$ cat src/rtl/afrc_pkg.sv
`timescale 1ns / 1ps

package afrc_pkg;

   localparam logic [7:0] CH_STX = 8'h02;
   localparam logic [7:0] CH_ETX = 8'h03;
   localparam logic [7:0] CH_EOT = 8'h04;
   localparam logic [7:0] CH_ENQ = 8'h05;
   localparam logic [7:0] CH_ACK = 8'h06;
   localparam logic [7:0] CH_LF  = 8'h0A;
   localparam logic [7:0] CH_NAK = 8'h15;
   localparam logic [7:0] CH_ETB = 8'h17;

   localparam logic [2:0] ST_ENQ   = 3'd0;
   localparam logic [2:0] ST_ACK   = 3'd1;
   localparam logic [2:0] ST_NAK   = 3'd2;
   localparam logic [2:0] ST_EOT   = 3'd3;
   localparam logic [2:0] ST_GOOD  = 3'd4;
   localparam logic [2:0] ST_CKERR = 3'd5;
   localparam logic [2:0] ST_FMT   = 3'd6;

   typedef struct packed {
      logic [7:0] rx_byte;
   } req_payload_type;

   typedef struct packed {
      logic [2:0] status;
      logic [7:0] frame_sum;
   } rsp_payload_type;

   // per-byte outcome from the frame tracker
   typedef struct packed {
      logic            emit;
      rsp_payload_type payload;
   } step_result_type;

   // one nibble as an upper-case ASCII hex digit
   function automatic logic [7:0] hex_upper(input logic [3:0] nib);
      logic [7:0] ch;
      if (nib < 4'd10) begin
         ch = 8'h30 + {4'd0, nib};
      end else begin
         ch = 8'h41 + {4'd0, nib} - 8'd10;
      end
      return ch;
   endfunction

endpackage

$ cat src/rtl/afrc_frame_tracker.sv
`timescale 1ns / 1ps

module afrc_frame_tracker (
   input  logic                     clock,
   input  logic                     reset,
   input  logic                     step,
   input  logic [7:0]               rx_byte,
   output afrc_pkg::step_result_type result
);
   import afrc_pkg::*;

   localparam logic [2:0] PH_IDLE    = 3'd0;
   localparam logic [2:0] PH_BODY    = 3'd1;
   localparam logic [2:0] PH_CHECK   = 3'd2;
   localparam logic [2:0] PH_WAIT_LF = 3'd3;
   localparam logic [2:0] PH_SKIP    = 3'd4;
   localparam logic [2:0] PH_SKIP_LF = 3'd5;

   logic [2:0] phase_ff, phase_in;
   logic [7:0] sum_ff, sum_in;
   logic [7:0] high_ff, high_in;
   logic [7:0] low_ff, low_in;
   logic       high_done_ff, high_done_in;
   logic       is_end;
   logic       sum_ok;

   assign is_end = (rx_byte == CH_ETX) || (rx_byte == CH_ETB);
   assign sum_ok = (high_ff == hex_upper(sum_ff[7:4])) && (low_ff == hex_upper(sum_ff[3:0]));

   always_comb begin
      phase_in     = phase_ff;
      sum_in       = sum_ff;
      high_in      = high_ff;
      low_in       = low_ff;
      high_done_in = high_done_ff;
      result       = '0;
      case (phase_ff)
         PH_BODY: begin
            sum_in = sum_ff + rx_byte;
            if (is_end) begin
               high_done_in = 1'b0;
               phase_in     = PH_CHECK;
            end
         end
         PH_CHECK: begin
            if (!high_done_ff) begin
               high_in      = rx_byte;
               high_done_in = 1'b1;
            end else begin
               low_in   = rx_byte;
               phase_in = PH_WAIT_LF;
            end
         end
         PH_WAIT_LF: begin
            if (rx_byte == CH_LF) begin
               phase_in                 = PH_IDLE;
               result.emit              = 1'b1;
               result.payload.status    = sum_ok ? ST_GOOD : ST_CKERR;
               result.payload.frame_sum = sum_ff;
            end
         end
         PH_SKIP: begin
            if (is_end) begin
               phase_in = PH_SKIP_LF;
            end
         end
         PH_SKIP_LF: begin
            if (rx_byte == CH_LF) begin
               phase_in              = PH_IDLE;
               result.emit           = 1'b1;
               result.payload.status = ST_FMT;
            end
         end
         default: begin
            // idle, and unused codes: first byte of a packet
            phase_in = PH_SKIP;
            case (rx_byte)
               CH_ENQ: begin
                  phase_in              = PH_IDLE;
                  result.emit           = 1'b1;
                  result.payload.status = ST_ENQ;
               end
               CH_ACK: begin
                  phase_in              = PH_IDLE;
                  result.emit           = 1'b1;
                  result.payload.status = ST_ACK;
               end
               CH_NAK: begin
                  phase_in              = PH_IDLE;
                  result.emit           = 1'b1;
                  result.payload.status = ST_NAK;
               end
               CH_EOT: begin
                  phase_in              = PH_IDLE;
                  result.emit           = 1'b1;
                  result.payload.status = ST_EOT;
               end
               CH_STX: begin
                  phase_in     = PH_BODY;
                  sum_in       = '0;
                  high_in      = '0;
                  low_in       = '0;
                  high_done_in = 1'b0;
               end
               default: begin
                  phase_in = PH_SKIP;
               end
            endcase
         end
      endcase
   end

   always_ff @(posedge clock) begin
      if (reset) begin
         phase_ff     <= PH_IDLE;
         sum_ff       <= '0;
         high_ff      <= '0;
         low_ff       <= '0;
         high_done_ff <= 1'b0;
      end else if (step) begin
         phase_ff     <= phase_in;
         sum_ff       <= sum_in;
         high_ff      <= high_in;
         low_ff       <= low_in;
         high_done_ff <= high_done_in;
      end
   end

endmodule

$ cat config.mk
export PLATFORM = sky130hd
export DESIGN_NAME = afrc_frame_tracker
export DESIGN_NICKNAME = d
export VERILOG_FILES = /design/src/rtl/afrc_pkg.sv /design/src/rtl/afrc_frame_tracker.sv
export SDC_FILE = /design/constraint.sdc
export NUM_CORES = 1
export LEC_CHECK = 0
export BUFFER_PORTS_ARGS = -buffer_cell sky130_fd_sc_hd__buf_2
export CAP_MARGIN = 40
export CORE_MARGIN = 3
export CORE_UTILIZATION = 50
export CTS_CLUSTER_SIZE = 40
export DETAILED_ROUTE_END_ITERATION = 16
export PLACE_DENSITY = 0.79
export SLEW_MARGIN = 20
export SYNTH_ARGS = -nofsm -noshare
export SYNTH_HDL_FRONTEND = slang
export SYNTH_SLANG_ARGS = --single-unit
$ cat constraint.sdc
create_clock -name clock -period 4.2 [get_ports clock]
set_input_delay 1.05 -clock clock [delete_from_list [all_inputs] [get_ports clock]]
set_output_delay 1.05 -clock clock [all_outputs]
set_load 0.05 [all_outputs]
==> results of run 1 <==
==> layout make-up <==
type	count	area, um^2	share of cell area, %
Timing Repair Buffer	26	137.6	5.673
Clock inverter	1	30.03	1.238
Sequential cell	28	560.5	23.10
Multi-Input combinational cell	226	1560	64.31
Tap cell	50	62.56	2.579
Clock buffer	3	41.29	1.702
Inverter	9	33.78	1.392
==> routing by layer <==
layer | GRT usage, % | up-vias | part of all wire [%]
met5 | 0 | - | 0
met4 | 7.172 | 0 | 2.1
met3 | 2.342 | 12 | 6.0
met2 | 36.87 | 78 | 47
met1 | 30.02 | 1015 | 45
li1 | - | 1047 | -
==> power groups by stage <==
stage	logic [mW]	clock network (mW)	registers (mW)
2_1_floorplan	0.129	0	0.287
3_3_place_gp	0.145	0	0.306
5_1_grt	0.166	0.229	0.304
6_report	0.150	0.219	0.301
4_1_cts	0.149	0.221	0.300
3_5_place_dp	0.148	0	0.306
==> Yosys cell counts (all sizes together), types with 2 or more instances <==
| cell type | count | area, um^2 |
|---|---|---|
| nor4bb | 2 | 20.02 |
| inv | 9 | 33.78 |
| o32a | 2 | 20.02 |
| ha | 9 | 112.6 |
| nor2b | 4 | 25.02 |
| o21a | 3 | 22.52 |
| nand3 | 2 | 10.01 |
| nand2 | 20 | 75.07 |
| a31oi | 5 | 31.28 |
| xor2 | 6 | 52.55 |
| mux2i | 18 | 180.2 |
| nor4b | 2 | 23.77 |
| and2 | 5 | 31.28 |
| nand2b | 23 | 143.9 |
| or2 | 2 | 12.52 |
| nor2 | 22 | 82.58 |
| nand4 | 3 | 18.77 |
| nand3b | 4 | 30.03 |
| buf | 2 | 12.51 |
| dfxtp | 28 | 560.5 |
| a21o | 4 | 30.03 |
| a211oi | 3 | 22.52 |
| a221oi | 2 | 17.52 |
| nor4 | 5 | 43.79 |
| a21oi | 14 | 70.07 |
| or3 | 2 | 12.51 |
| xnor2 | 6 | 52.55 |
| clkbuf | 16 | 60.06 |
| a22oi | 7 | 57.55 |
| o211ai | 3 | 22.52 |
| and3 | 4 | 25.02 |
| nor3 | 12 | 60.06 |
| a21boi | 2 | 15.02 |
| a41oi | 2 | 17.52 |
| o21ai | 11 | 58.80 |
| o21bai | 2 | 15.01 |
==> registers in the layout, indices dropped and copies added, names as in the netlist <==
signal,count
high_done_ff,1
high_ff,8
low_ff,8
phase_ff,3
sum_ff,8
==> stage by stage <==
step                      instances  power (mW)  util (%)  cell area [um^2]
final                           343      0.6708     58.54              2426
after global routing            343      0.6987     58.54              2426
after CTS                       343      0.6700     58.54              2426
after detailed placement        339      0.4533     56.82              2355
after global placement          338      0.4505     56.70              2350
after floorplan                 281      0.4160         -              2227
==> critical path: stages <==
cell and delay, ns:
buf_2 0.16, nor4b_2 0.32, nand4_1 0.33, nor2_1 0.32, nor2_1 0.08, a31oi_1 0.14, buf_2 0.28
==> path summary, 6_finish.rpt <==
check	to	slack [ns]	from	cells after the start
setup reg to reg	phase_ff[1]	1.82	phase_ff[1]	5
setup / recovery	result[8]	0.47	rx_byte[4]	7
hold reg to reg	high_ff[7]	0.50	high_ff[7]	2
hold / removal	high_ff[7]	0.50	high_ff[7]	2
==> kinds of logic (layout without fill, tap and decap cells) <==
kind of cell               after synthesis  count (layout)  synth area share, %
adders and majority gates               10              10                5.955
buffers and inverters                   27              39                4.775
DFF                                     28              28                25.17
and+or+nand+nor                        118             118                30.11
muxes                                   19              19                8.595
AOI/OAI and AO/OA                       67              67                20.67
xor gates and xnor gates                12              12                4.719
==> impl_results.md, run 1 <==
- Status: completed
- Largest net degree at the start of global routing: 36
- Worst Tran Pin Value: 0.7598 ns
- CP Max Fanout: 8
- Syn. warnings: 0
- Initial Util: 53.74%
- GRT overflow: 0
- Post-route ant nets: 0
- Post-Syn Instances: 281
- RSZ-0062 raised after global routing: no
- Relative slew slack: 48.68%
- Final setup viols: 0
- Hold crit path type: flip-flop to flip-flop
- P_sw: 207.3 uW
- Post-cts resize count: 0
- Root Driver: clkbuf_8
- Initial drt markers: 229
- Clock Power Share: 32.7%
- Post-Syn Nets: around 300
- Comb pwr share: about 22%
- Chip height: between 70 and 80 um
- Sw frac: a little under a third
- Clk pin slew, worst setup/hold paths: 0.10 ns
- Via count: 2152
- Mean Syn Cell Area: 7.926 um^2
- Clk buf depth: 2
- Fraction of registers with async set or reset after synthesis: 0%
- Main synth FF type: dfxtp_1
- PD cells: 276.5 mW/mm^2
- Post-Place Setup Slack: 0.4738 ns
- Routed wire length: 5.682 mm
- Setup_tns: 0 ns
- Overall routing resource usage: 22.19%
- Sequential power share: 44.9%
- Crit path kind: input pin to output port
- Ports: 23
- Internal power: 463.5 uW
- Fmax: 268.3 MHz
- Max-cap viol count: 0
- Tmin final: ~3.7 ns
- Crit path capture type: output port
- Worst setup margin: 0.4722 ns
- Number of enable flip-flop cells after synthesis: 0
- Antenna Cells: 0
- Commonest non-fill, non-tap cell in the layout: dfxtp_1
- Worst-case hold slack: roughly 0.50 ns
- Data arrival, critical path: 2.68 ns
- Die W: 72.74 um
- WL/cell: 16.57 um
- Layout cells sized above 1: between 10% and 20%
- H-tree levels: 1
- Post-CTS Hold Buffers: 0
- Period utilization: 88.76%
- Vias in the first global route: 1965
- Maximum VDD drop: 148.4 uV
- Crit start category: input pin
- Post-CTS Setup Bufs: 0
- Area Overhead vs Synth: 8.933%
- Final Wtd Congestion: 0.9030
- Pre-antenna DRT Iters: 5
- First-pass GRT wire length: 9.411 mm
- CTS buffer count: 3
- Clock latency on the worst-skew pair: 0.28 ns
- I/O Buffers: 22
- Via/cell ratio: 6.274
- CTS tree: built
- Die area: around 0.0053 mm^2
- Fill count: 396
- Detailed Place HPWL: 4.184 mm
- Core area: between 0.004 and 0.005 mm^2
- Clock Sinks: 28
- Worst path required time: between 3 and 4 ns
- Hold Violations, Final: 0
- Leak: 0.9380 nW
- Cell Area, Synth: 0.002227 mm^2
- Slew Viols, Final: 0
- Std-Cell Rows: 23
- Clock Skew: 0.003776 ns
- Most frequent cells in the layout: dfxtp_1, nand2b_1, buf_2
- DR DRC count: 0
- Register area share after synthesis: 25.17%
- Synthesis-stage register bit count: 28
- Initial antenna violation count: 0
- Nets: 315
- Synth unique cells: just under 60
No activity file was read; power rests on OpenSTA's default activity.
==> run 2: changes to the inputs <==
Settings changed: PLACE_DENSITY 0.79 to 0.69.
==> run 2 against run 1 <==
Net effect: clock skew rose by 0.00079 ns; global-route usage rose by 0.50 points; utilization increased by 0.36 points; sequential share of layout area down 0.14 points; first-iteration DRC count shrank 5.2%; maximum frequency down 1.9%; largest power group unchanged.
==> impl_results.md, run 2 (same netlist as run 1, synthesis figures left out) <==
- I/O Buffers: 22 (unchanged)
- CTS buffer count: 3 (unchanged)
- RSZ-0062 raised after global routing: no
- Detailed Place HPWL: 4.200 mm (+0.39%)
- Post-CTS Setup Bufs: 0 (unchanged)
- CP Max Fanout: 10 (+2)
- Chip height: 72.74 um (unchanged)
- Fmax: 263.3 MHz (-1.9%)
- Slew Viols, Final: 0 (unchanged)
- Largest net degree at the start of global routing: 36 (unchanged)
- Clk pin slew, worst setup/hold paths: 0.10 ns (about the same)
- Antenna Cells: 0 (unchanged)
- Area Overhead vs Synth: 9.607%
- Finished Layout Cells: 345 (+0.58%)
- GR Layer Usage met1: 33.56% (+3.5 points)
- Clock Sinks: 28 (unchanged)
- Hold crit path type: flip-flop to flip-flop
- WL/cell: 16.36 um (-1.2%)
- Worst path required time: 3.15 ns (about the same)
- Crit path kind: flip-flop to output port
- Ports: 23 (unchanged)
- Most frequent cells in the layout: dfxtp_1, nand2b_1, buf_2
- Setup_tns: 0 ns (unchanged)
- Leak: 0.9477 nW (+1.0%)
- Maximum VDD drop: 117.1 uV (-21%)
- Vias in the first global route: 1901 (-3.3%)
- Routed wire length: 5.645 mm (-0.65%)
- Initial Util: 53.74% (unchanged)
- Root Driver: clkbuf_8
- Clock latency on the worst-skew pair: 0.28 ns (about the same)
- Via count: 2104 (-2.2%)
- Crit path capture type: output port
- Via/cell ratio: 6.099 (-2.8%)
- Die area: 0.005291 mm^2 (unchanged)
- Gr busiest metal: met2
- Worst Tran Pin Value: 0.7039 ns (-0.05593 ns)
- Crit start category: flip-flop
- Final Wtd Congestion: 0.9539 (+5.6%)
- Tmin final: 3.798 ns (+0.07043 ns)
- Core area: 0.004144 mm^2 (unchanged)
- Nets: 317 (+0.63%)
- Overall routing resource usage: 22.69% (+0.50 points)
- Clk buf depth: 2 (unchanged)
- Std-Cell Rows: 23 (unchanged)
- Hold Violations, Final: 0 (unchanged)
- Layout Utilization: 58.91% (+0.36 points)
- Met3 usage: 3.030% (+0.69 points)
- Inst Count DP: 340 (+0.29%)
- Data arrival, critical path: 2.75 ns (+0.07 ns)
- Period utilization: 90.43% (+1.7 points)
- Die W: 72.74 um (unchanged)
- Clock Skew: 0.004561 ns (+0.0007855 ns)
- DR DRC count: 0 (unchanged)
- Regs by FF count: high_ff x8, low_ff x8, sum_ff x8
- First-pass GRT wire length: 9.508 mm (+1.0%)
- Status: completed
- Max-cap viol count: 0 (unchanged)
- Final setup viols: 0 (unchanged)
- Met2 Use GR: 34.37% (-2.5 points)
- GRT overflow: 0 (unchanged)
- CTS tree: built
- Commonest non-fill, non-tap cell in the layout: dfxtp_1
- Pre-antenna DRT Iters: 4 (-1)
- PD cells: 276.1 mW/mm^2 (-0.14%)
- Relative slew slack: 52.33% (+3.7 points)
- Post-route ant nets: 0 (unchanged)
- Initial drt markers: 217 (-5.2%)
- H-tree levels: 1 (unchanged)
- Layout cells sized above 1: 13.90% (+0.59 points)
- Post-CTS Hold Buffers: 0 (unchanged)
- Post-cts resize count: 0 (unchanged)
- Initial antenna violation count: 0 (unchanged)
-- run 2: layout make-up --
type	count	area [um^2]
Fill cell	395	1703
Multi-Input combinational cell	226	1560
Sequential cell	28	560.5
Timing Repair Buffer	28	152.6
Tap cell	50	62.56
Clock buffer	3	41.29
Inverter	9	33.78
Clock inverter	1	30.03
-- run 2: final timing paths --
| check | cells past startpoint | slack [ns] | endpoint | from |
|---|---|---|---|---|
| max | 8 | 0.40 | result[8] | sum_ff[5] |
| max reg2reg | 5 | 1.88 | phase_ff[1] | phase_ff[1] |
| min | 2 | 0.48 | low_ff[7] | low_ff[7] |
| min reg2reg | 2 | 0.48 | low_ff[7] | low_ff[7] |
-- run 2: power by group --
group	total [mW]	switching (mW)	internal, mW
combinational	0.156	0.0917	0.0646
clock	0.220	0.0925	0.128
sequential	0.297	0.0237	0.274
total	0.674	0.208	0.466
-- run 2: critical path, cell delays in order (launching register included) --
cell and delay, ns:
dfxtp_1 0.58, inv_1 0.12, ha_1 0.24, xor2_1 0.14
a22oi_1 0.10, or3b_1 0.36, a2111oi_0 0.51, a31oi_1 0.17
buf_2 0.24
-- run 2: stage by stage --
step | hold slack [ns] | worst slack (ns) | instance area [um^2] | total power [mW]
final | 0.4785 | 0.4018 | 2441 | 0.6740
after global routing | 0.4977 | 0.1755 | 2441 | 0.7078
after CTS | 0.4828 | 0.4401 | 2434 | 0.6716
after detailed placement | 0.4686 | 0.4739 | 2362 | 0.4559
after global placement | 0.4691 | 0.5287 | 2357 | 0.4535
after floorplan | 0.4489 | 0.1361 | 2227 | 0.4160
-- run 2: routing by layer --
layer  wire length (um)  vias up  share of wire (%)
met5                  0        -                  0
met4                 89        0                1.6
met3                305        9                5.4
met2               2541       68                 45
met1               2709      978                 48
li1                   -     1049                  -
==> run 3: changes to the inputs <==
Settings changed: CORE_ASPECT_RATIO set to 2.
==> run 3 against run 2 <==
Net effect: setup slack worse by 0.081 ns; critical endpoint unchanged; sequential cell count unchanged; maximum frequency decreased by 2.1%; die area grew 0.91%.
==> impl_results.md, run 3 (same netlist as run 1, synthesis figures left out) <==
- Clock latency on the worst-skew pair: 0.28 ns (about the same)
- Commonest non-fill, non-tap cell in the layout: dfxtp_1
- RSZ-0062 raised after global routing: no
- Worst-case hold slack: 0.4852 ns (+0.006735 ns)
- Final Wtd Congestion: 0.9107 (-4.5%)
- Routed wire length: 6.299 mm (+12%)
- Post-cts resize count: 0 (unchanged)
- Root Driver: clkbuf_8
- Slew Viols, Final: 0 (unchanged)
- CTS tree: built
- Crit start category: input pin
- Ports: 23 (unchanged)
- CP Max Fanout: 6 (-4)
- Leak: 0.9395 nW (-0.86%)
- Maximum VDD drop: 189.6 uV (+62%)
- Fmax: 257.8 MHz (-2.1%)
- Post-route ant nets: 0 (unchanged)
- Met2 Use GR: 47.03% (+13 points)
- Crit path kind: input pin to output port
- Tmin final: 3.880 ns (+0.08131 ns)
- R2r startpoint: phase_ff[1]
- Overall routing resource usage: 24.84% (+2.2 points)
- Cell area after placement: 0.002380 mm^2 (+0.74%)
- Post-Place Setup Slack: 0.3605 ns (-0.1134 ns)
- Hold path start: low_ff[7]
- Finished Layout Cells: 347 (+0.58%)
- Data arrival, critical path: 2.83 ns (+0.08 ns)
- GRT overflow: 0 (unchanged)
- Worst path required time: 3.15 ns (about the same)
- Initial antenna violation count: 0 (unchanged)
- Hold crit path type: flip-flop to flip-flop
- Final total power: 607.5 uW (-9.9%)
- Detailed Place HPWL: 4.809 mm (+14%)
- Largest net degree at the start of global routing: 36 (unchanged)
- Clock Skew: 0.004581 ns (+0.00001929 ns)
- Gr busiest metal: met2
- Met3 usage: 2.229% (-0.80 points)
- Post-CTS Hold Buffers: 0 (unchanged)
- Layout Utilization: 57.49% (-1.4 points)
- Max-cap viol count: 0 (unchanged)
- Regs by FF count: high_ff x8, low_ff x8, sum_ff x8
- Setup_tns: 0 ns (unchanged)
- Final setup viols: 0 (unchanged)
- Core area: 0.004212 mm^2 (+1.6%)
- DR DRC count: 0 (unchanged)
- Nets: 318 (+0.32%)
- Capture point of the worst reg-to-reg path: phase_ff[1]
- Clk pin slew, worst setup/hold paths: 0.09 ns (about the same)
- Initial drt markers: 84 (-61%)
- PD cells: 250.9 mW/mm^2 (-9.1%)
- CTS buffer count: 3 (unchanged)
- Worst Hold End: low_ff[7]
- Via/cell ratio: 6.187 (+1.5%)
- Layout cells sized above 1: 13.90% (unchanged)
- Antenna Cells: 0 (unchanged)
- Clock Sinks: 28 (unchanged)
- Final Instance Area: 0.002421 mm^2 (-0.82%)
- Worst Tran Pin Value: 0.8579 ns (+0.1541 ns)
- Worst setup margin: 0.3205 ns (-0.08131 ns)
- GR Layer Usage met1: 26.13% (-7.4 points)
- Die area: 0.005339 mm^2 (+0.91%)
- Area Overhead vs Synth: 8.708%
- Pre-antenna DRT Iters: 4 (unchanged)
- Inst Count DP: 344 (+1.2%)
- Std-Cell Rows: 33 (+43%)
- Chip height: 100.4 um (+38%)
- Die W: 53.19 um (-27%)
- Via count: 2147 (+2.0%)
- Most frequent cells in the layout: dfxtp_1, nand2b_1, buf_2
- Hold Violations, Final: 0 (unchanged)
- Worst reg-to-reg setup slack: 1.69 ns (-0.19 ns)
- Vias in the first global route: 2098 (+10%)
- R2R depth: 5 (unchanged)
- First-pass GRT wire length: 9.770 mm (+2.8%)
- Status: completed
- I/O Buffers: 22 (unchanged)
- H-tree levels: 1 (unchanged)
- Post-CTS Setup Bufs: 0 (unchanged)
- Worst hold path depth: 2 (unchanged)
- Relative slew slack: 42.05% (-10 points)
- Clk buf depth: 2 (unchanged)
- Period utilization: 92.37% (+1.9 points)
- Initial Util: 52.88% (-0.86 points)
- Crit path capture type: output port
- WL/cell: 18.15 um (+11%)
==> run 3: changes by cell type in the layout (fill, tap and decap cells not counted), sizes merged <==
| cell | delta |
|---|---|
| buf | +2 |
| bufinv | -1 |
| clkbuf | -1 |
==> run 3: worst max-delay path by stage <==
| stage | from | to | slack (ns) | depth (start not counted) |
|---|---|---|---|---|
| 2_1_floorplan | rx_byte[4] | result[0] | 0.14 | 4 |
| 3_3_place_gp | rx_byte[3] | result[8] | 0.29 | 7 |
| 3_5_place_dp | rx_byte[3] | result[8] | 0.36 | 7 |
| 4_1_cts | rx_byte[3] | result[8] | 0.36 | 7 |
| 5_1_grt | rx_byte[3] | result[8] | 0.20 | 7 |
| 6_report | rx_byte[3] | result[8] | 0.32 | 7 |
==> run 3: worst max-delay path, cell delays in order <==
cell and delay (ns):
buf_2 0.15, nor4_2 0.31, nand2_1 0.12, nor4_1 0.59
nor4_1 0.14, a31oi_1 0.18, buf_2 0.29
==> run 3: area by class of cell <==
cell class | count | area [um^2]
clock buffer | 3 | 41.29
tap | 52 | 65.06
multi-input combinational | 226 | 1560
fill | 414 | 1790
inverter | 9 | 33.78
sequential | 28 | 560.5
timing repair buffer | 29 | 160.2
==> run 3: power by group <==
group | internal (mW) | switching [mW]
logic | 0.0640 | 0.0965
registers | 0.274 | 0.0261
clock network | 0.0646 | 0.0828
total | 0.402 | 0.205
==> run 3: per-layer routing <==
layer  wire [um]  vias up
met1        2379     1001
li1            -     1045
met2        3419       78
met3         285       23
met5           0        -
met4         215        0
